==> config.mk <==
export PLATFORM = sky130hd
export DESIGN_NAME = ucd_cell
export DESIGN_NICKNAME = d
export VERILOG_FILES = /design/src/hdl/ucd_pkg.sv /design/src/hdl/ucd_cell.sv
export SDC_FILE = /design/constraint.sdc
export NUM_CORES = 1
export LEC_CHECK = 0
export BUFFER_PORTS_ARGS = -buffer_cell sky130_fd_sc_hd__buf_2
export CORE_UTILIZATION = 38
export CTS_BUF_LIST = sky130_fd_sc_hd__clkbuf_2 sky130_fd_sc_hd__clkbuf_4 sky130_fd_sc_hd__clkbuf_8
export DETAILED_ROUTE_END_ITERATION = 8
export GPL_TIMING_DRIVEN = 0
export PLACE_DENSITY = 0.8
export RECOVER_POWER = 100
export SYNTH_ARGS = -nofsm -noshare
export SYNTH_HDL_FRONTEND = slang
export SYNTH_SLANG_ARGS = --single-unit
==> constraint.sdc <==
create_clock -name clock -period 2 [get_ports clock]
set_input_delay 0.2 -clock clock [delete_from_list [all_inputs] [get_ports clock]]
set_output_delay 0.2 -clock clock [all_outputs]
set_load 0.05 [all_outputs]
==> src/hdl/ucd_pkg.sv <==
package ucd_pkg;

   // Graph size and derived widths
   localparam int MAX_NODES = 256;
   localparam int LABEL_W   = $clog2(MAX_NODES);
   localparam int VTX_W     = 8;
   localparam int NCOUNT_W  = 9;

   typedef logic [LABEL_W-1:0]  label_type;
   typedef logic [VTX_W-1:0]    vertex_type;
   typedef logic [NCOUNT_W-1:0] ncount_type;

   localparam ncount_type NCOUNT_RESET = NCOUNT_W'(256);

   // Controller states
   typedef enum logic [1:0] {
      ST_IDLE,
      ST_SCAN,
      ST_MERGE,
      ST_FINISH
   } state_type;

   // Command broadcast from the controller to every cell of the ring
   typedef struct packed {
      logic      clear;
      logic      shift;
      logic      merge;
      label_type la;
      label_type lb;
   } ring_cmd_type;

endpackage

==> src/hdl/ucd_cell.sv <==
module ucd_cell (
   input  logic                   clock,
   input  logic                   reset,
   input  ucd_pkg::label_type     cell_index,
   input  ucd_pkg::ring_cmd_type  cmd,
   input  ucd_pkg::label_type     next_label,
   output ucd_pkg::label_type     label
);

   ucd_pkg::label_type label_ff;
   ucd_pkg::label_type label_in;

   // clear to own vertex, rotate one place, or relabel the merged component
   always_comb begin
      label_in = label_ff;
      priority if (cmd.clear) begin
         label_in = cell_index;
      end else if (cmd.shift) begin
         label_in = next_label;
      end else if (cmd.merge && (label_ff == cmd.lb)) begin
         label_in = cmd.la;
      end else begin
         label_in = label_ff;
      end
   end

   always_ff @(posedge clock) begin
      if (reset) begin
         label_ff <= cell_index;
      end else begin
         label_ff <= label_in;
      end
   end

   assign label = label_ff;

endmodule

==> results of run 1 <==
==> placed cells by master, fill, tap and decap left out, drive strengths merged <==
master   n
nand3    1
xnor2    8
o21ai    8
nand4    1
clkbuf  13
buf     36
nand2    9
nor2     1
or2      1
mux2i    8
o31ai    1
edfxtp   8
==> critical path: cells and delay by family (launching register included) <==
kind             cells  cell delay (ps)
AND/OR/NAND/NOR      1              110
XOR/XNOR             1              160
flip-flops           1              400
AO/OA/AOI/OAI        1              590
==> power by group <==
group | total, mW | switching, mW | internal, mW
logic | 0.161 | 0.0998 | 0.0614
clock network | 0.119 | 0.0503 | 0.0684
registers | 0.215 | 0.0101 | 0.205
==> cell type report <==
cell class / count / share of cell area [%]
plain buffers: 3 / 1.96
clock buffers: 3 / 2.94
multi-input cells: 38 / 34.6
flip-flops and latches: 8 / 31.3
well taps: 15 / 2.45
repair buffers: 43 / 26.8
==> how the worst min path moves through the flow <==
stage	slack [ps]	endpoint	depth (start not counted)	from
floorplan	390	label[6]	2	cell_index[6]
global placement	470	label[6]	3	cell_index[6]
detailed placement	480	label[6]	3	cell_index[6]
CTS	220	label[6]	3	cell_index[6]
global route	250	label[1]	3	cell_index[1]
finish	230	label[7]	3	cell_index[7]
==> metal layers <==
metal	global-route usage [%]	up-vias
met2	21.3	30
met1	18.2	214
met4	10.3	0
met3	3.41	2
met5	0	-
li1	-	266
==> metrics by stage <==
step           worst slack (ps)  instance area (um^2)  total power [mW]  hold slack [ps]
6_report                    366                   767             0.495              233
5_1_grt                     248                   767             0.520              252
4_1_cts                     343                   796             0.509              221
3_5_place_dp                353                   773             0.391              479
3_3_place_gp                372                   773             0.388              473
2_1_floorplan               198                   539             0.335              388
==> kinds of logic (layout without fill, tap and decap cells) <==
logic type,after synthesis,count (layout),share of synthesized area (%)
AO/OA/AOI/OAI,9,9,9.60
XOR/XNOR,8,8,13.1
buffers and inverters,3,49,5.62
flip-flops,8,8,45.0
multiplexers,8,8,15.0
AND/OR/NAND/NOR,13,13,11.7
==> flow_summary.toml, run 1 <==
[clock_network]
cts_tree = "yes"
clkTransAtPathRegs_ps = 50
cts_resized = 0
cts.htree.levels = 1
cts.sinks = 8
holdBufCountCts = 0
post_cts_buffers = 0
clk_latency_ps = 250
cts_buffers = 3
cts-root-buf = "clkbuf_4"
clockBufferDepth = 2

[sta]
setup_viol = 0
finalHoldViolations = 0
clock_skew_ps = 4.91
fin_crit_sh_pct = 81.7
layout_min_cycle_time_ps = 1630
slew_headroom_pct = 55.8
slew_viol_final = 0
max_freq_mhz = 612
timing.setup.tns_ps = 0
worst_pin_slew_ps = 660
rsz0062_at_grt = "false"

[floorplan]
fp.dieW_um = 39.5
dieArea_mm2 = 0.00156
num_rows = 13
core_area_mm2 = 0.00130
die_y_um = 39.5
initial_core_util_pct = 41.1
ios = 45

[finish]
layout-drive-gt1-share_pct = 43.2
num_antenna_cells = 0
largest_reg_flops = 8
multi_input_area_um2 = 265
layout.cells.non_filler = 110
register_area_um2 = 240
nFillCells = 131
fin_nets = 134
syn2layout_area_growth_pct = 43.6
utilization_pct = 58.9

[routing]
wire_per_inst_um = 9.34
dr_wl_met2_um = 502
drtAntennaViolNets = 0
drt_first_pass_iters = 4
met3_length_um = 102
highest_layer = "met4"
routed_wl_mm = 1.03
wl_met1_um = 417
drcViolationCount = 0
vias = 512
first_iter_violations = 7
viasPerCell = 4.65

[placement]
portBuffers = 43
dp.cells = 107
gp_congestion = 0.640

[synthesis]
synth_nets = 86
synth_seq_cells = 8
async_flop_share_pct = 0
synth_edf_count = 8
syn_avg_cell_area_um2 = 10.9
yosys_warnings = 0
synth_cells = 49
synth_cell_types = 13
ys_top_cells_by_count = "nand2_1, edfxtp_1, mux2i_1, xnor2_1, o21ai_1"
synth_area_leader_cell = "edfxtp_1"
synth.top_cells.by_area = "edfxtp_1, mux2i_1, xnor2_1, o21ai_1, nand2_1"
yosysSeqAreaShare_pct = 45.0
synthMostInstantiatedCell = "nand2_1"
synth_flop_cell = "edfxtp_1"
syn-cell-area_um2 = 534
synth.top_cell.area_share_pct = 45.0

[grt]
grt_first_pass_wirelength_mm = 1.45
antenna_found_initial = 0
grt_usage_pct = 14.5
grt_pass1_vias = 381
grt.overflow.total = 0
grt_max_degree = 11

[pwr]
ir_worst_vdd_uv = 262
leakage_nw = 0.361
powerDensity_mw_per_mm2 = 645

[run]
maxCapViolCount = 0

[setup_path]
critPathLaunch = "label[3]"
cp_slowest_cell = "o31ai_2"
timing.rr.end = "label[6]"
startpoint_type = "flop"
rr_worst_depth = 3
reg2reg_from = "label[3]"
arrival_ps = 1510
crit_end = "label[6]"
crit_chain = "xnor2_1 -> nand3_1 -> o31ai_2"
reg2reg_slack_ps = 370
required_ps = 1880
crit_fanout = 8
critPathCaptureType = "flop"
worstSetupPathType = "flop to flop"
slowest_delay_ps = 590

[hold_path]
min_path_type = "input port to flop"

[outcome]
status = "finished clean"
(Power assumes the default switching activity.)
==> run 2, diff against run 1 <==
ABC_AREA = 1   (was unset)
CORE_UTILIZATION = 37   (was 38)
PLACE_DENSITY = 0.77   (was 0.8)
clock period = 1.5 ns   (was 2 ns; I/O delays follow)
==> flow_summary.toml, run 2 <==
[setup_path]
critPathLaunch = "label[3]"
rr_worst_depth = 7
reg2reg_from = "label[3]"
arrival_ps = 1220
cp_slowest_cell = "edfxtp_1"
slowest_delay_ps = 410
timing.rr.end = "label[0]"
cpMostUsedCell = "nand2_1"
crit_chain = "nand2_1 -> nand2_1 -> inv_1 -> nand2_1 -> nor2_2 -> nand3_1 -> nand2_2"
crit_fanout = 8
startpoint_type = "flop"
required_ps = 1450
worstSetupPathType = "flop to flop"
critPathCaptureType = "flop"
reg2reg_slack_ps = 230
crit_end = "label[0]"

[sta]
fin_crit_sh_pct = 84.9
slew_viol_final = 0
slew_headroom_pct = 60.0
setup_viol = 0
max_freq_mhz = 785
finalHoldViolations = 0
worst_pin_slew_ps = 602
rsz0062_at_grt = "false"
timing.setup.tns_ps = 0
whs_ps = 184
clock_skew_ps = 0.484
layout_min_cycle_time_ps = 1270
setup_ws_ps = 226

[synthesis]
synth_top_family_by_area = "simple AND/OR/NAND/NOR gates"
synthMostInstantiatedCell = "nand2_1"
synth-compound-area-share_pct = 19.6
async_flop_share_pct = 0
synth-simple-area-share_pct = 28.7
yosysSeqAreaShare_pct = 38.3
synth_seq_cells = 8
syn_avg_cell_area_um2 = 7.55
synth_flop_cell = "edfxtp_1"
synth_nets = 120
synth_cells = 83
ys_top_cells_by_count = "nand2_1, inv_1"
syn-cell-area_um2 = 627
synth_cell_types = 16
synth_fa_ha_area_share_pct = 0
synth.top_cells.by_area = "edfxtp_1, nand2_1, o21ai_2, inv_1, o21ai_1"
synth.top_cell.area_share_pct = 38.3
synth_edf_count = 8
yosys_warnings = 0
synth_mux_area_share_pct = 0
synth_area_leader_cell = "edfxtp_1"
synth_xor_area_share_pct = 2.79

[grt]
grtUsageMet2_pct = 26.3
antenna_found_initial = 0
grt_usage_pct = 15.6
grt-busiest-layer = "met2"
grt_max_degree = 11
use_met3_pct = 1.28
grt_first_pass_wirelength_mm = 2.20
grt_pass1_vias = 622
grtUsageMet1_pct = 17.3
grt.overflow.total = 0

[pwr]
leakage_nw = 0.452
seqPwrFrac_pct = 42.7
pwr-share-comb_pct = 33.9
ir_worst_vdd_uv = 258
switchingPower_mw = 0.233
swShare_pct = 34.6
clockPowerShare_pct = 23.4
powerDensity_mw_per_mm2 = 803
power.internal_mw = 0.441

[routing]
vias = 686
drt_first_pass_iters = 5
wire_per_inst_um = 8.92
viasPerCell = 4.73
routed_wl_mm = 1.29
first_iter_violations = 7
drtAntennaViolNets = 0
drcViolationCount = 0

[finish]
fin_nets = 168
layout-drive-gt1-share_pct = 38.0
largest_reg_flops = 8
syn2layout_area_growth_pct = 33.7
mostFrequentLayoutCells = "buf_2, nand2_1, inv_1, nor2_1"
num_antenna_cells = 0
mostFrequentLayoutCell = "buf_2"
postLayoutCellArea_um2 = 838

[clock_network]
cts-root-buf = "clkbuf_4"
cts_resized = 0
clk_latency_ps = 250
holdBufCountCts = 0
cts.htree.levels = 1
cts_buffers = 3
clockBufferDepth = 2
cts.sinks = 8
clkTransAtPathRegs_ps = 50
cts_tree = "yes"
post_cts_buffers = 0

[floorplan]
ios = 45
die_y_um = 43.2
core_area_mm2 = 0.00154
dieArea_mm2 = 0.00186
fp.dieW_um = 43.2
num_rows = 14
initial_core_util_pct = 40.7

[run]
maxCapViolCount = 0

[outcome]
status = "finished clean"

[placement]
hpwl_mm = 1.12
placed_cell_area_um2 = 865
gp_congestion = 0.772
pre_cts_slack_ps = 213
portBuffers = 43

[hold_path]
min_path_type = "input port to flop"
## run 2: changes by cell type in the layout (fill, tap and decap cells not counted), moves of 4 or more
| cell | before | now |
|---|---|---|
| o21ai_1 | 2 | 8 |
| inv_1 | 0 | 13 |
| nand2_1 | 9 | 23 |
| mux2i_1 | 8 | 0 |
| nor2_2 | 0 | 4 |
| nor2_1 | 0 | 9 |
| xnor2_1 | 8 | 0 |
## run 2: critical path: cells and delay by family, from the launching register on
family | cells | cell delay (ps)
flip-flops | 1 | 410
AND/OR/NAND/NOR | 6 | 530
buffers and inverters | 1 | 40
## run 2: power groups by stage
stage               logic [mW]  registers, mW  clock network, mW
finish                   0.228          0.288              0.158
global route             0.252          0.291              0.173
CTS                      0.252          0.287              0.161
detailed placement       0.251          0.291                  0
global placement         0.246          0.290                  0
floorplan               0.0936          0.366                  0
## run 2: layer usage
metal | routed length (um) | share of wire (%)
met1 | 519 | 40
met2 | 646 | 50
met3 | 101 | 7.8
met4 | 27 | 2.1
met5 | 0 | 0
## run 2: how the worst min path moves through the flow
stage | from | endpoint | slack, ps | depth (start not counted)
6_report | cell_index[0] | label[0] | 180 | 3
5_1_grt | cell_index[3] | label[3] | 180 | 3
4_1_cts | cell_index[0] | label[0] | 170 | 3
3_5_place_dp | cell_index[0] | label[0] | 430 | 3
3_3_place_gp | cell_index[6] | label[6] | 430 | 3
2_1_floorplan | cell_index[0] | label[0] | 340 | 2
## run 2: kinds of logic after synthesis
family,after synthesis
and+or+nand+nor,39
buffers and inverters,16
AOI/OAI and AO/OA,18
DFF,8
xor gates and xnor gates,2
## run 2: layout make-up
| type | count | area (um^2) |
|---|---|---|
| clock buffer | 3 | 22.5 |
| buffer | 1 | 7.51 |
| multi-input combinational | 59 | 284 |
| tap | 16 | 20.0 |
| inverter | 15 | 58.8 |
| fill | 160 | 703 |
| timing repair buffer | 43 | 205 |
| sequential | 8 | 240 |
## run 2: metrics by stage
step	utilization, %	std cells	power [mW]
finish	54.4	145	0.673
global placement	56.1	142	0.537
CTS	57.5	145	0.701
global route	54.4	145	0.715
detailed placement	56.1	142	0.543
floorplan	-	83	0.460
==> run 3, diff against run 2 <==
ABC_AREA = 0   (was 1)
CORE_UTILIZATION = 38   (was 37)
PLACE_DENSITY = 0.8   (was 0.77)
clock period = 1.3 ns   (was 1.5 ns; I/O delays follow)
==> flow_summary.toml, run 3 (synthesized netlist as in run 1, its figures left out) <==
[sta]
whs_ps = 154
max_freq_mhz = 711
setup_ws_ps = -106
slew_headroom_pct = 69.4
worst_pin_slew_ps = 459
setup_viol = 8
rsz0062_at_grt = "true"
layout_min_cycle_time_ps = 1410
slew_viol_final = 0
fin_crit_sh_pct = 108
clock_skew_ps = 1.55
finalHoldViolations = 0

[setup_path]
reg2reg_slack_ps = -110
reg2reg_from = "label[2]"
rr_worst_depth = 4
startpoint_type = "flop"
cp_slowest_cell = "edfxtp_1"
required_ps = 1270
slowest_delay_ps = 400
arrival_ps = 1380
timing.rr.end = "label[6]"
worstSetupPathType = "flop to flop"
crit_fanout = 8
critPathCaptureType = "flop"
crit_chain = "xnor2_1 -> nand3_1 -> o31ai_4 -> buf_12"

[run]
maxCapViolCount = 0

[grt]
grt_pass1_vias = 435
grt_first_pass_wirelength_mm = 1.70
grt.overflow.total = 0
grt_max_degree = 11
antenna_found_initial = 0
grt_usage_pct = 17.1

[routing]
wire_per_inst_um = 10.1
routed_wl_mm = 1.12
viasPerCell = 4.59
drtAntennaViolNets = 0
drt_first_pass_iters = 5
vias = 509
drcViolationCount = 0
first_iter_violations = 10

[placement]
portBuffers = 43
gp_congestion = 0.619
hpwl_um = 954
pre_cts_slack_ps = -218

[floorplan]
die_y_um = 39.5
num_rows = 13
dieArea_mm2 = 0.00156
initial_core_util_pct = 41.1
ios = 45
core_area_mm2 = 0.00130
fp.dieW_um = 39.5

[finish]
syn2layout_area_growth_pct = 50.8
mostFrequentLayoutCell = "buf_2"
mostFrequentLayoutCells = "buf_2, nand2_1, mux2i_1, xnor2_1, edfxtp_1"
layout-drive-gt1-share_pct = 52.1
nFillCells = 124
utilization_pct = 61.9
num_antenna_cells = 0
largest_reg_flops = 8
register_area_um2 = 240
fin_nets = 135
multi_input_area_um2 = 274

[hold_path]
holdPathStages = 3
holdPathEnd = "label[4]"
min_path_type = "input port to flop"
min_from = "cell_index[4]"

[pwr]
ir_worst_vdd_uv = 462
leakage_nw = 0.396
powerDensity_mw_per_mm2 = 973

[outcome]
status = "finished, violations left"
violations = "setup timing"

[clock_network]
cts.htree.levels = 1
cts-root-buf = "clkbuf_4"
cts.sinks = 8
clk_latency_ps = 250
clockBufferDepth = 2
holdBufCountCts = 0
cts_buffers = 3
cts_tree = "yes"
clkTransAtPathRegs_ps = 50
run 3: worst max path at each step:
| stage | slack (ps) | to | startpoint |
|---|---|---|---|
| 6_report | -110 | label[6] | label[2] |
| 5_1_grt | -200 | label[6] | label[3] |
| 4_1_cts | -150 | label[6] | label[0] |
| 3_5_place_dp | -220 | label[6] | label[3] |
| 3_3_place_gp | -180 | label[3] | label[5] |
| 2_1_floorplan | -380 | label[0] | label[3] |
run 3: critical path, delay by kind of cell, from the launching register on:
kind	cells	cell delay [ps]
AND/OR/NAND/NOR	1	130
AO/OA/AOI/OAI	1	270
XOR/XNOR	1	160
buffers and inverters	1	160
flip-flops	1	400
run 3: final cells by class:
type,instances,share of cell area (%)
flip-flops and latches,8,29.8
repair buffers,44,29.2
clock buffers,3,2.80
plain buffers,3,1.86
well taps,15,2.33
multi-input cells,38,34.0
run 3: metrics by stage:
stage / std cells / power [mW] / area [um^2] / setup TNS (ps)
floorplan: 49 / 0.519 / 548 / -3040
global placement: 107 / 0.601 / 782 / -1420
CTS: 111 / 0.798 / 825 / -1200
detailed placement: 107 / 0.608 / 782 / -1740
global route: 111 / 0.830 / 806 / -1610
finish: 111 / 0.784 / 806 / -841
run 3: where the power goes:
part           switching [mW]  leakage, nW  internal [mW]
Combinational           0.159        0.298          0.106
Clock                  0.0825       0.0138          0.105
Sequential             0.0159       0.0845          0.315
Total                   0.258        0.396          0.526
run 3: per-layer routing:
layer  vias up  global-route usage [%]  wire (um)
met5         -                       0          0
met1       208                    17.2        427
met3         4                    3.41         72
met4         0                    12.9         34
met2        30                    30.3        590
li1        267                       -          -
run 3: repair_timing:
action,CTS,global route
endpoints found under the hold margin,0,0
buffers inserted,1,0
pin swaps,2,2
resized for setup,0,0
setup endpoints to repair,8,8
