`src/hdl/ucd_pkg.sv`:
```
package ucd_pkg;

   // Graph size and derived widths
   localparam int MAX_NODES = 256;
   localparam int LABEL_W   = $clog2(MAX_NODES);
   localparam int VTX_W     = 8;
   localparam int NCOUNT_W  = 9;

   typedef logic [LABEL_W-1:0]  label_type;
   typedef logic [VTX_W-1:0]    vertex_type;
   typedef logic [NCOUNT_W-1:0] ncount_type;

   localparam ncount_type NCOUNT_RESET = NCOUNT_W'(256);

   // Controller states
   typedef enum logic [1:0] {
      ST_IDLE,
      ST_SCAN,
      ST_MERGE,
      ST_FINISH
   } state_type;

   // Command broadcast from the controller to every cell of the ring
   typedef struct packed {
      logic      clear;
      logic      shift;
      logic      merge;
      label_type la;
      label_type lb;
   } ring_cmd_type;

endpackage

```
`src/hdl/ucd_if.sv`:
```
// Edge request channel
interface ucd_req_if;
   logic                   valid;
   logic                   ready;
   ucd_pkg::vertex_type    edge_end_a;
   ucd_pkg::vertex_type    edge_end_b;
   logic                   has_edge;
   logic                   last;

   modport source (output valid, edge_end_a, edge_end_b, has_edge, last, input ready);
   modport sink   (input valid, edge_end_a, edge_end_b, has_edge, last, output ready);
endinterface

// Result channel
interface ucd_rsp_if;
   logic valid;
   logic ready;
   logic has_cycle;

   modport source (output valid, has_cycle, input ready);
   modport sink   (input valid, has_cycle, output ready);
endinterface

```
`src/hdl/ucd_ctrl.sv`:
```
module ucd_ctrl (
   input  logic                   clock,
   input  logic                   reset,
   ucd_req_if.sink                req_if,
   ucd_rsp_if.source              rsp_if,
   input  logic                   csr_wr_en,
   input  ucd_pkg::ncount_type    csr_wr_data,
   input  ucd_pkg::label_type     head_label,
   output ucd_pkg::ring_cmd_type  ring_cmd
);

   localparam ucd_pkg::ncount_type MAX_CNT  = ucd_pkg::NCOUNT_W'(ucd_pkg::MAX_NODES);
   localparam ucd_pkg::label_type  LAST_POS = ucd_pkg::LABEL_W'(ucd_pkg::MAX_NODES - 1);

   ucd_pkg::state_type  state_ff, state_in;
   ucd_pkg::label_type  step_ff, step_in;
   ucd_pkg::vertex_type a_ff, a_in, b_ff, b_in;
   logic                last_ff, last_in;
   ucd_pkg::label_type  la_ff, la_in, lb_ff, lb_in;
   logic                cycle_ff, cycle_in;
   ucd_pkg::ncount_type ncount_ff, ncount_in;
   logic                rsp_valid_ff, rsp_valid_in;
   logic                has_cycle_ff, has_cycle_in;

   ucd_pkg::ncount_type limit;
   logic                edge_ok;
   logic                req_xfer;
   logic                out_free;
   logic                scan_end;
   logic                emit;
   logic                cycle_set;

   // edge qualification against the saturated vertex count
   always_comb begin
      limit    = (ncount_ff > MAX_CNT) ? MAX_CNT : ncount_ff;
      edge_ok  = req_if.has_edge
               && (ucd_pkg::NCOUNT_W'(req_if.edge_end_a) < limit)
               && (ucd_pkg::NCOUNT_W'(req_if.edge_end_b) < limit);
      req_xfer = req_if.valid && req_if.ready;
      out_free = !rsp_valid_ff || rsp_if.ready;
      scan_end = (step_ff == LAST_POS);
   end

   // next state
   always_comb begin
      state_in = state_ff;
      unique case (state_ff)
         ucd_pkg::ST_IDLE: begin
            if (req_xfer) begin
               state_in = edge_ok ? ucd_pkg::ST_SCAN : ucd_pkg::ST_FINISH;
            end
         end
         ucd_pkg::ST_SCAN: begin
            if (scan_end) begin
               state_in = ucd_pkg::ST_MERGE;
            end
         end
         ucd_pkg::ST_MERGE: begin
            state_in = ucd_pkg::ST_FINISH;
         end
         ucd_pkg::ST_FINISH: begin
            if (!last_ff || out_free) begin
               state_in = ucd_pkg::ST_IDLE;
            end
         end
         default: begin
            state_in = ucd_pkg::ST_IDLE;
         end
      endcase
   end

   // outputs
   always_comb begin
      req_if.ready   = 1'b0;
      ring_cmd.clear = 1'b0;
      ring_cmd.shift = 1'b0;
      ring_cmd.merge = 1'b0;
      ring_cmd.la    = la_ff;
      ring_cmd.lb    = lb_ff;
      emit           = 1'b0;
      cycle_set      = 1'b0;
      unique case (state_ff)
         ucd_pkg::ST_IDLE: begin
            req_if.ready = 1'b1;
         end
         ucd_pkg::ST_SCAN: begin
            ring_cmd.shift = 1'b1;
         end
         ucd_pkg::ST_MERGE: begin
            cycle_set      = (la_ff == lb_ff);
            ring_cmd.merge = (la_ff != lb_ff);
         end
         ucd_pkg::ST_FINISH: begin
            emit           = last_ff && out_free;
            ring_cmd.clear = last_ff && out_free;
         end
         default: begin
            req_if.ready = 1'b0;
         end
      endcase
   end

   // datapath next values
   always_comb begin
      a_in         = a_ff;
      b_in         = b_ff;
      last_in      = last_ff;
      la_in        = la_ff;
      lb_in        = lb_ff;
      step_in      = '0;
      cycle_in     = cycle_ff;
      ncount_in    = ncount_ff;
      rsp_valid_in = rsp_valid_ff;
      has_cycle_in = has_cycle_ff;

      if (req_xfer) begin
         a_in    = req_if.edge_end_a;
         b_in    = req_if.edge_end_b;
         last_in = req_if.last;
      end

      // vertex at the ring head is the step count; catch both endpoint labels
      if (state_ff == ucd_pkg::ST_SCAN) begin
         step_in = step_ff + 1'b1;
         if (step_ff == ucd_pkg::LABEL_W'(a_ff)) begin
            la_in = head_label;
         end
         if (step_ff == ucd_pkg::LABEL_W'(b_ff)) begin
            lb_in = head_label;
         end
      end

      priority if (emit) begin
         cycle_in = 1'b0;
      end else if (cycle_set) begin
         cycle_in = 1'b1;
      end else begin
         cycle_in = cycle_ff;
      end

      if (csr_wr_en) begin
         ncount_in = csr_wr_data;
      end

      // output register
      if (emit) begin
         rsp_valid_in = 1'b1;
         has_cycle_in = cycle_ff;
      end else if (rsp_if.ready) begin
         rsp_valid_in = 1'b0;
      end
   end

   always_ff @(posedge clock) begin
      if (reset) begin
         state_ff     <= ucd_pkg::ST_IDLE;
         step_ff      <= '0;
         cycle_ff     <= 1'b0;
         ncount_ff    <= ucd_pkg::NCOUNT_RESET;
         rsp_valid_ff <= 1'b0;
      end else begin
         state_ff     <= state_in;
         step_ff      <= step_in;
         cycle_ff     <= cycle_in;
         ncount_ff    <= ncount_in;
         rsp_valid_ff <= rsp_valid_in;
      end
   end

   always_ff @(posedge clock) begin
      a_ff         <= a_in;
      b_ff         <= b_in;
      last_ff      <= last_in;
      la_ff        <= la_in;
      lb_ff        <= lb_in;
      has_cycle_ff <= has_cycle_in;
   end

   assign rsp_if.valid     = rsp_valid_ff;
   assign rsp_if.has_cycle = has_cycle_ff;

endmodule

```
`src/flat_wrapper.sv`:
```
// flat-port wrapper written by rule: the top's interface ports become plain ports
module ucd_ctrl_flat 
  (clock, reset, csr_wr_en, csr_wr_data, head_label, ring_cmd, req_if_valid, req_if_edge_end_a, req_if_edge_end_b, req_if_has_edge, req_if_last, req_if_ready, rsp_if_valid, rsp_if_has_cycle, rsp_if_ready);
  ucd_req_if req_if_i ();
  ucd_rsp_if rsp_if_i ();
  input  logic clock;
  input  logic reset;
  input  logic csr_wr_en;
  input  ucd_pkg::ncount_type csr_wr_data;
  input  ucd_pkg::label_type head_label;
  output ucd_pkg::ring_cmd_type ring_cmd;
  input wire logic [$bits(req_if_i.valid)-1:0] req_if_valid;
  input wire logic [$bits(req_if_i.edge_end_a)-1:0] req_if_edge_end_a;
  input wire logic [$bits(req_if_i.edge_end_b)-1:0] req_if_edge_end_b;
  input wire logic [$bits(req_if_i.has_edge)-1:0] req_if_has_edge;
  input wire logic [$bits(req_if_i.last)-1:0] req_if_last;
  output wire logic [$bits(req_if_i.ready)-1:0] req_if_ready;
  output wire logic [$bits(rsp_if_i.valid)-1:0] rsp_if_valid;
  output wire logic [$bits(rsp_if_i.has_cycle)-1:0] rsp_if_has_cycle;
  input wire logic [$bits(rsp_if_i.ready)-1:0] rsp_if_ready;
  assign req_if_i.valid = req_if_valid;
  assign req_if_i.edge_end_a = req_if_edge_end_a;
  assign req_if_i.edge_end_b = req_if_edge_end_b;
  assign req_if_i.has_edge = req_if_has_edge;
  assign req_if_i.last = req_if_last;
  assign req_if_ready = req_if_i.ready;
  assign rsp_if_valid = rsp_if_i.valid;
  assign rsp_if_has_cycle = rsp_if_i.has_cycle;
  assign rsp_if_i.ready = rsp_if_ready;
  ucd_ctrl u_core (.clock(clock), .reset(reset), .req_if(req_if_i), .rsp_if(rsp_if_i), .csr_wr_en(csr_wr_en), .csr_wr_data(csr_wr_data), .head_label(head_label), .ring_cmd(ring_cmd));
endmodule
```
`config.mk`:
```
export PLATFORM = sky130hd
export DESIGN_NAME = ucd_ctrl_flat
export DESIGN_NICKNAME = d
export VERILOG_FILES = /design/src/hdl/ucd_pkg.sv /design/src/hdl/ucd_if.sv /design/src/hdl/ucd_ctrl.sv /design/src/flat_wrapper.sv
export SDC_FILE = /design/constraint.sdc
export NUM_CORES = 1
export LEC_CHECK = 0
export BUFFER_PORTS_ARGS = -buffer_cell sky130_fd_sc_hd__clkbuf_2
export CAP_MARGIN = 10
export CORE_MARGIN = 2
export CORE_UTILIZATION = 50
export DETAILED_ROUTE_END_ITERATION = 7
export PLACE_DENSITY = 0.74
export SYNTH_ARGS = -nofsm -noshare
export SYNTH_HDL_FRONTEND = slang
export SYNTH_SLANG_ARGS = --single-unit
```
`constraint.sdc`:
```
create_clock -name clock -period 2.9 [get_ports clock]
set_input_delay 0.145 -clock clock [delete_from_list [all_inputs] [get_ports clock]]
set_output_delay 0.145 -clock clock [all_outputs]
set_load 0.02 [all_outputs]
```
==> results.ini, run 1 <==
[run_status]
status = complete, no violations

[yosys]
synth-main-ff-cell = edfxtp_1
synth_top_area_share = 0.401
muxShareOfSynthArea = 0.0314
synth_top_family_by_area = simple AND/OR/NAND/NOR gates
synth_compound_area_frac = 0.0619
synth-adder-area-share = 0.0934
yosys.area_share.xor_xnor = 0.0998
synthSimpleGateAreaFrac = 0.125
syn_area_um2 = 2550
synth_cell_types = 40
synth_edf_count = 34
synth_seq_cells = 55
synth-async-reset-ratio = 0
synthCells = 207
synth-seq-area-share = 0.566
ys_warn_count = 0
synth_nets = 266
synth.largest_area_cell = edfxtp_1
syn_avg_cell_area_um2 = 12.3
synthTopCellsByArea = edfxtp_1, dfxtp_1, ha_1

[final_layout]
fin_cells = 337
area_delta_synth_final_pct = 18.2
nFillCells = 406
final_nets = 328
n_antenna_cell = 0
final_cell_area_um2 = 3010
postLayoutCoreUtil = 0.625
final_common_cell = clkbuf_2
layout_common_cells = clkbuf_2, edfxtp_1, xor2_1, dfxtp_1, nor2_1
drive_gt1_frac = 0.267

[job]
cap_violations = 0

[clock_network]
cts_made_buffers = 5
cts_sinks = 55
cts_max_level = 2
clkTransAtPathRegs_ns = 0.11
cts_tree = built
cts.path.max_buffers = 2
clk_latency_ns = 0.31
post_cts_buffers = 0
cts_root_buf = clkbuf_8

[global_route]
grt_antenna_before_repair = 0
grt_remaining_overflow = 0
grt_busiest_layer = met2
met2_usage = 0.296
grt_pass1_vias = 1684
grt_pass1_wl_mm = 7.29
use_met1 = 0.203
met3_usage = 0.0489
grtUsageTotal = 0.172
grt_max_degree = 20

[power_and_ir_drop]
static-leakage-power_nw = 1.23
ir_drop_v = 0.000319
power_density_nw_per_um2 = 582
p_total_mw = 1.75

[die]
rows = 25
io_pins = 62
initial_core_util = 0.529
core-area_um2 = 4820
die_w_um = 75.4
die_h_um = 75.4
die-area_um2 = 5680

[timing]
worst_pin_slew_ns = 0.709
rsz0062_at_grt = false
period_needed_ns = 1.95
setup-violations-final = 0
setup_tns_ns = 0
maxSlewViolCount = 0
worst_slack_ns = 0.948
fmax_ghz = 0.512
holdWs_ns = 0.0275
fin_crit_sh = 0.673
hold_viol = 0
max_slew_margin = 0.527
finalClockSkew_ns = 0.0159

[critical_path]
path_class = register to output port
end_kind = output port
cp.arrival_ns = 1.81
cp_slowest_cell = nor4_1
slowest_delay_ns = 0.54
path_max_fanout = 2
timing.critical_path.buf_inv = 1
cp_top_family = simple AND/OR/NAND/NOR gates
required_ns = 2.76
critPathLaunchType = register
cp_cell_sequence = xor2_1 -> nor4_1 -> a21boi_0 -> clkbuf_2

[place]
place_area_um2 = 2910
dp_hpwl_mm = 3.62
gp_congestion = 0.873
io_buffers = 61
dp_cells = 328
place_ws_ns = 0.981

[detailed_routing]
drc = 0
num_vias = 1716
wl_per_cell_um = 13.4
drt_wl_total_mm = 4.51
drtIter0Drc = 84
detail-route-antenna-nets = 0
dr.pass1.iters = 4
avgViaCountPerCell = 5.09

[worst_hold_path]
hp-class = input pin to register

report_power, final:
| part | switching [mW] | internal [mW] | leakage, nW |
|---|---|---|---|
| logic | 0.208 | 0.141 | 0.703 |
| clock network | 0.251 | 0.176 | 0.0452 |
| registers | 0.0485 | 0.926 | 0.484 |
sequential cells by signal, indices dropped and copies added (netlist names):
signal                   count
u_core.cycle_ff              1
u_core.rsp_if.has_cycle      1
u_core.lb_ff                 8
u_core.rsp_if.valid          1
u_core.la_ff                 8
u_core.a_ff                  8
u_core.last_ff               1
u_core.ncount_ff             9
u_core.step_ff               8
u_core.b_ff                  8
u_core.state_ff              2
path summary, 6_finish.rpt:
path | slack [ns] | startpoint | cells past startpoint | endpoint
worst min-delay path | 0.03 | req_if_edge_end_a[6] | 1 | u_core.a_ff[6]$_DFFE_PP_
worst max register to register | 0.97 | u_core.ncount_ff[8]$_SDFFE_PP1P_ | 7 | u_core.state_ff[1]$_SDFFE_PP0P_
worst min register to register | 0.45 | u_core.cycle_ff$_SDFFE_PP0P_ | 0 | u_core.rsp_if.has_cycle$_DFFE_PP_
worst max-delay path | 0.95 | u_core.lb_ff[7]$_DFFE_PP_ | 4 | ring_cmd[16]
repair_timing:
item	in CTS	in global routing
gates resized for setup	0	0
endpoints found under the hold margin	1	0
setup endpoints to repair	0	0
hold buffers	1	0
cell families (layout without fill, tap and decap cells):
logic type | count (synthesis) | count (layout)
adders and majority gates | 19 | 19
muxes | 8 | 8
AOI/OAI and AO/OA | 24 | 24
and+or+nand+nor | 60 | 60
DFF | 55 | 55
xor gates and xnor gates | 29 | 29
buffers and inverters | 12 | 75
cell usage after synthesis, types with 2 or more instances:
master and count:
ha_1 19, or3_1 2, xor2_1 21, nand2_1 6, nor2b_1 2, clkbuf_1 4
nand3_1 6, inv_1 4, a21oi_1 7, buf_4 3, a21o_1 2, edfxtp_1 34
a211oi_1 2, mux2i_1 8, o21ai_0 3, nand2b_1 9, xnor2_1 8, nor4_1 5
nor2_1 20, dfxtp_1 21, o21bai_1 2
layer usage:
layer,share of wire,up-vias
met5,0,-
met4,0.019,0
met3,0.046,11
met2,0.49,60
met1,0.44,784
li1,-,861
cell type report:
| class | instances | area [um2] | area share |
|---|---|---|---|
| Inverter | 4 | 15.0 | 0.00499 |
| Multi-Input combinational cell | 140 | 1050 | 0.350 |
| Timing Repair Buffer | 63 | 323 | 0.107 |
| Tap cell | 67 | 83.8 | 0.0278 |
| Clock buffer | 5 | 68.8 | 0.0229 |
| Clock inverter | 3 | 25.0 | 0.00831 |
| Sequential cell | 55 | 1440 | 0.479 |
No activity file was read; power rests on OpenSTA's default activity.
==> run 2, diff against run 1 <==
- clock period: 2.9 -> 2 ns (I/O delays scaled with it)
==> run 2 against run 1 <==
  * Sequential cell count did not move
  * Total power rose by 48%
  * Non-clock buffer count rose by 28
==> results.ini, run 2 (synthesis gave the netlist of run 1 again) <==
[run_status]
status = complete, no violations  ; unchanged

[final_layout]
multiInputGateArea_um2 = 1050  ; unchanged
final_common_cell = clkbuf_2  ; unchanged
ff_latch_area_um2 = 1440  ; about the same
regMostFlops = u_core.ncount_ff  ; unchanged
layout_common_cells = clkbuf_2, edfxtp_1, dlygate4sd3_1  ; was clkbuf_2, edfxtp_1, xor2_1, dfxtp_1, nor2_1
n_antenna_cell = 0  ; unchanged
drive_gt1_frac = 0.255  ; was 0.267
nFillCells = 377  ; was 406
area_delta_synth_final_pct = 28.6  ; was 18.2%
fin_cells = 365  ; was 337
largest_reg_flops = 9  ; unchanged
final_nets = 356  ; was 328

[timing]
worst_pin_slew_ns = 0.550  ; was 0.709 ns
maxSlewViolCount = 0  ; unchanged
fin_crit_sh = 0.952
hold_viol = 0  ; unchanged
setup_tns_ns = 0  ; unchanged
setup-violations-final = 0  ; unchanged
worst_slack_ns = 0.0956  ; was 0.948 ns
holdWs_ns = 0.00601  ; was 0.0275 ns
max_slew_margin = 0.630  ; was 0.527
rsz0062_at_grt = false  ; unchanged
finalClockSkew_ns = 0.00433  ; was 0.0159 ns
fmax_ghz = 0.525
period_needed_ns = 1.90

[power_and_ir_drop]
static-leakage-power_nw = 1.35  ; was 1.23 nW
ir_drop_v = 0.000436  ; was 0.000319 V
clockPowerShare = 0.232  ; was 0.244
power.switching_mw = 0.747  ; was 0.508 mW
power_density_nw_per_um2 = 794  ; was 582 nW/um2
p_sw_frac = 0.287  ; was 0.290
p_seq_frac = 0.541  ; was 0.556
pwr-share-comb = 0.228  ; was 0.200
p_int_mw = 1.85  ; was 1.24 mW

[die]
die_w_um = 75.4  ; unchanged
io_pins = 62  ; unchanged
rows = 25  ; unchanged
die-area_um2 = 5680  ; unchanged
initial_core_util = 0.529  ; unchanged
core-area_um2 = 4820  ; unchanged
die_h_um = 75.4  ; unchanged

[global_route]
grtUsageTotal = 0.190  ; was 0.172
grt_pass1_vias = 1852  ; was 1684
grt_pass1_wl_mm = 7.94  ; was 7.29 mm
grt_max_degree = 18  ; was 20
grt_remaining_overflow = 0  ; unchanged
grt_antenna_before_repair = 0  ; unchanged

[clock_network]
clkTransAtPathRegs_ns = 0.09  ; was 0.11 ns
clk_latency_ns = 0.31  ; about the same
post_cts_buffers = 0  ; unchanged
cts.path.max_buffers = 2  ; unchanged
cts_root_buf = clkbuf_8  ; unchanged
cts_sinks = 55  ; unchanged
cts_max_level = 2  ; unchanged
cts_tree = built  ; unchanged
cts_made_buffers = 5  ; unchanged

[detailed_routing]
avgViaCountPerCell = 4.97  ; was 5.09
wl_met2_mm = 2.64  ; was 2.22 mm
drc = 0  ; unchanged
dr.pass1.iters = 4  ; unchanged
wl_per_cell_um = 13.5  ; was 13.4 um
drtIter0Drc = 62  ; was 84
wl_met3_um = 176  ; was 208 um
top_layer = met4  ; unchanged
drt_wl_total_mm = 4.94  ; was 4.51 mm
num_vias = 1814  ; was 1716
wl_met1_mm = 2.02  ; was 1.99 mm
detail-route-antenna-nets = 0  ; unchanged

[worst_hold_path]
hp-class = input pin to register  ; unchanged

[critical_path]
path_class = register to output port  ; unchanged
required_ns = 1.90  ; was 2.76 ns
cp.arrival_ns = 1.80  ; was 1.81 ns
critPathLaunchType = register  ; unchanged
path_max_fanout = 2  ; unchanged
end_kind = output port  ; unchanged

[job]
cap_violations = 0  ; unchanged

[place]
io_buffers = 61  ; unchanged
dp_cells = 332  ; was 328
gp_congestion = 0.901  ; was 0.873
place_ws_ns = 0.0747  ; was 0.981 ns
dp_hpwl_mm = 3.57  ; was 3.62 mm

==> run 2: changes by cell type in the layout (fill, tap and decap cells not counted), sizes merged <==
cell / change
clkinv: +2
inv: -1
clkinvlp: -1
dlygate4sd3: +24
buf: +4
==> run 2: final timing paths <==
check                                   start                           endpoint  slack, ns  cells past startpoint
max                 u_core.lb_ff[7]$_DFFE_PP_                       ring_cmd[16]        0.1                      4
min                      req_if_edge_end_a[4]           u_core.a_ff[4]$_DFFE_PP_      0.006                      1
max reg2reg  u_core.ncount_ff[8]$_SDFFE_PP1P_    u_core.state_ff[1]$_SDFFE_PP0P_       0.15                      7
min reg2reg      u_core.cycle_ff$_SDFFE_PP0P_  u_core.rsp_if.has_cycle$_DFFE_PP_       0.46                      0
==> run 2: final cells by class <==
class	count	area share
Multi-Input combinational cell	140	0.322
Inverter	4	0.00459
Clock buffer	5	0.0210
Clock inverter	3	0.00535
Tap cell	67	0.0256
Sequential cell	55	0.441
Timing Repair Buffer	91	0.181
==> run 2: timing repair <==
action | in CTS | in global routing
gates resized for setup | 0 | 1
setup endpoints to repair | 0 | 1
hold endpoints to repair | 33 | 0
hold buffers | 25 | 0
==> run 2: layer usage <==
| layer | up-vias | track usage |
|---|---|---|
| li1 | 918 | - |
| met4 | 0 | 0.0897 |
| met1 | 842 | 0.215 |
| met5 | - | 0 |
| met2 | 45 | 0.348 |
| met3 | 9 | 0.0304 |
==> run 2: critical path, cell delays in order, from the launching register on <==
cell and delay [ns]:
edfxtp_1 0.41, xor2_1 0.19, nor4_1 0.53, a21boi_0 0.17, clkbuf_2 0.19
==> run 2: power by group through the flow <==
stage	registers, mW	logic [mW]	clock network, mW
after floorplan	1.43	0.355	0
after global routing	1.42	0.668	0.648
after detailed placement	1.43	0.547	0
after global placement	1.43	0.540	0
final	1.41	0.591	0.602
after CTS	1.41	0.593	0.612
==> run 2: per-stage QoR <==
| stage | cell area [um2] | power, mW | util |
|---|---|---|---|
| after floorplan | 2550 | 1.78 | - |
| after global placement | 2940 | 1.97 | 0.610 |
| after detailed placement | 2940 | 1.98 | 0.610 |
| after CTS | 3270 | 2.61 | 0.679 |
| after global routing | 3270 | 2.73 | 0.680 |
| final | 3270 | 2.60 | 0.680 |
==> run 3, diff against run 2 <==
- CORE_MARGIN: 2 -> unset
==> run 3 against run 2 <==
  * Final area up 0.61%
  * Worst hold slack gained 0.027 ns
  * Register-to-register slack improved by 0.02 ns
  * Sequential power barely moved
  * Critical endpoint unchanged
  * Highest routed layer unchanged
==> results.ini, run 3 (synthesis gave the netlist of run 1 again) <==
[timing]
hold_viol = 0  ; unchanged
max_slew_margin = 0.653  ; was 0.630
setup-violations-final = 0  ; unchanged
holdWs_ns = 0.0327  ; was 0.00601 ns
fmax_ghz = 0.534  ; was 0.525 GHz
period_needed_ns = 1.87  ; was 1.90 ns
setup_tns_ns = 0  ; unchanged
rsz0062_at_grt = false  ; unchanged
worst_pin_slew_ns = 0.515  ; was 0.550 ns
fin_crit_sh = 0.936  ; was 0.952
finalClockSkew_ns = 0.0108  ; was 0.00433 ns
maxSlewViolCount = 0  ; unchanged

[global_route]
grt_antenna_before_repair = 0  ; unchanged
grt_pass1_wl_mm = 7.91  ; was 7.94 mm
grt_remaining_overflow = 0  ; unchanged
grt_max_degree = 19  ; was 18
grt_pass1_vias = 1896  ; was 1852
grtUsageTotal = 0.198  ; was 0.190

[power_and_ir_drop]
ir_drop_v = 0.000551  ; was 0.000436 V
static-leakage-power_nw = 1.36  ; was 1.35 nW
power_density_nw_per_um2 = 789  ; was 794 nW/um2

[job]
cap_violations = 0  ; unchanged

[detailed_routing]
wl_per_cell_um = 13.5  ; about the same
avgViaCountPerCell = 4.99  ; was 4.97
detail-route-antenna-nets = 0  ; unchanged
dr.pass1.iters = 4  ; unchanged
drc = 0  ; unchanged
drt_wl_total_mm = 4.95  ; was 4.94 mm
num_vias = 1827  ; was 1814
drtIter0Drc = 78  ; was 62

[clock_network]
clk_latency_ns = 0.31  ; about the same
cts_max_level = 2  ; unchanged
cts_root_buf = clkbuf_8  ; unchanged
cts.path.max_buffers = 2  ; unchanged
cts_sinks = 55  ; unchanged
clkTransAtPathRegs_ns = 0.10  ; was 0.09 ns
cts_tree = built  ; unchanged
cts_made_buffers = 5  ; unchanged
post_cts_buffers = 0  ; unchanged

[die]
rows = 25  ; unchanged
io_pins = 62  ; unchanged
core-area_um2 = 4820  ; unchanged
die-area_um2 = 5380  ; was 5680 um2
die_h_um = 73.4  ; was 75.4 um
die_w_um = 73.4  ; was 75.4 um
initial_core_util = 0.529  ; unchanged

[critical_path]
cp-startpoint = u_core.lb_ff[7]$_DFFE_PP_  ; unchanged
endpoint = ring_cmd[16]  ; unchanged
end_kind = output port  ; unchanged
regToRegStartpoint = u_core.ncount_ff[8]$_SDFFE_PP1P_  ; unchanged
reg2reg_slack_ns = 0.17  ; was 0.15 ns
path_class = register to output port  ; unchanged
path_max_fanout = 2  ; unchanged
critPathLaunchType = register  ; unchanged
cp.arrival_ns = 1.77  ; was 1.80 ns
required_ns = 1.90  ; about the same
ff2ff_path_depth = 7  ; unchanged
worstReg2RegEnd = u_core.state_ff[1]$_SDFFE_PP0P_  ; unchanged

[final_layout]
area_delta_synth_final_pct = 29.4  ; was 28.6%
n_antenna_cell = 0  ; unchanged
regMostFlops = u_core.ncount_ff  ; unchanged
postLayoutCoreUtil = 0.684  ; was 0.680
final_nets = 357  ; was 356
layout_common_cells = clkbuf_2, edfxtp_1, dlygate4sd3_1  ; unchanged
drive_gt1_frac = 0.261  ; was 0.255
final_common_cell = clkbuf_2  ; unchanged
fin_cells = 366  ; was 365
largest_reg_flops = 9  ; unchanged

[run_status]
status = complete, no violations  ; unchanged

[place]
dp_hpwl_mm = 3.51  ; was 3.57 mm
dp_cells = 332  ; unchanged
io_buffers = 61  ; unchanged
gp_congestion = 0.899  ; was 0.901

[worst_hold_path]
hp-class = input pin to register  ; unchanged

## run 3: changes by cell type in the layout (fill, tap and decap cells not counted)
cell           previous run  this run
clkinv_4                  0         1
a211oi_1                  2         1
clkinv_1                  1         0
a211oi_2                  0         1
dlygate4sd3_1            25        26
## run 3: final cells by class
| type | instances | area (um2) |
|---|---|---|
| fill | 382 | 1520 |
| sequential | 55 | 1440 |
| multi-input combinational | 140 | 1060 |
| timing repair buffer | 92 | 603 |
| tap | 67 | 83.8 |
| clock buffer | 5 | 68.8 |
| clock inverter | 3 | 22.5 |
| inverter | 4 | 15.0 |
## run 3: layer usage
metal | wire (um) | share of wire | GRT usage
met5 | 0 | 0 | 0
met3 | 162 | 0.033 | 0.0439
met2 | 2620 | 0.53 | 0.377
met1 | 2040 | 0.41 | 0.205
met4 | 138 | 0.028 | 0.0940
## run 3: power breakdown
group          internal (mW)  switching [mW]  total, mW  leakage [nW]
Clock                  0.251           0.353      0.604        0.0485
Sequential              1.34          0.0649       1.41         0.484
Combinational          0.269           0.322      0.591         0.830
Total                   1.86           0.740       2.60          1.36
## run 3: what timing repair did
action / in CTS / in global routing
resized for setup: 0 / 2
hold endpoints to repair: 34 / 0
hold buffers: 26 / 0
setup endpoints to repair: 0 / 1
## run 3: how the worst min path moves through the flow
stage | start | to | slack [ns] | depth (start not counted)
after CTS | csr_wr_data[7] | u_core.ncount_ff[7]$_SDFFE_PP0P_ | 0.02 | 3
after floorplan | reset | u_core.cycle_ff$_SDFFE_PP0P_ | 0.18 | 1
after global routing | csr_wr_data[2] | u_core.ncount_ff[2]$_SDFFE_PP0P_ | 0.04 | 3
final | csr_wr_data[7] | u_core.ncount_ff[7]$_SDFFE_PP0P_ | 0.03 | 3
after global placement | req_if_last | u_core.last_ff$_DFFE_PP_ | 0.28 | 1
after detailed placement | req_if_last | u_core.last_ff$_DFFE_PP_ | 0.28 | 1
## run 3: metrics by stage
step	power (mW)	worst slack [ns]	area (um2)
floorplan	1.78	0.167	2550
global placement	1.97	0.139	2940
detailed placement	1.98	0.0658	2940
CTS	2.62	0.0381	3290
global route	2.74	0.0299	3290
finish	2.60	0.128	3290
## run 3: critical path: stages, from the launching register on
cell      delay [ns]
edfxtp_1        0.42
xor2_1          0.20
nor4_1          0.50
a21boi_0        0.16
clkbuf_2        0.19
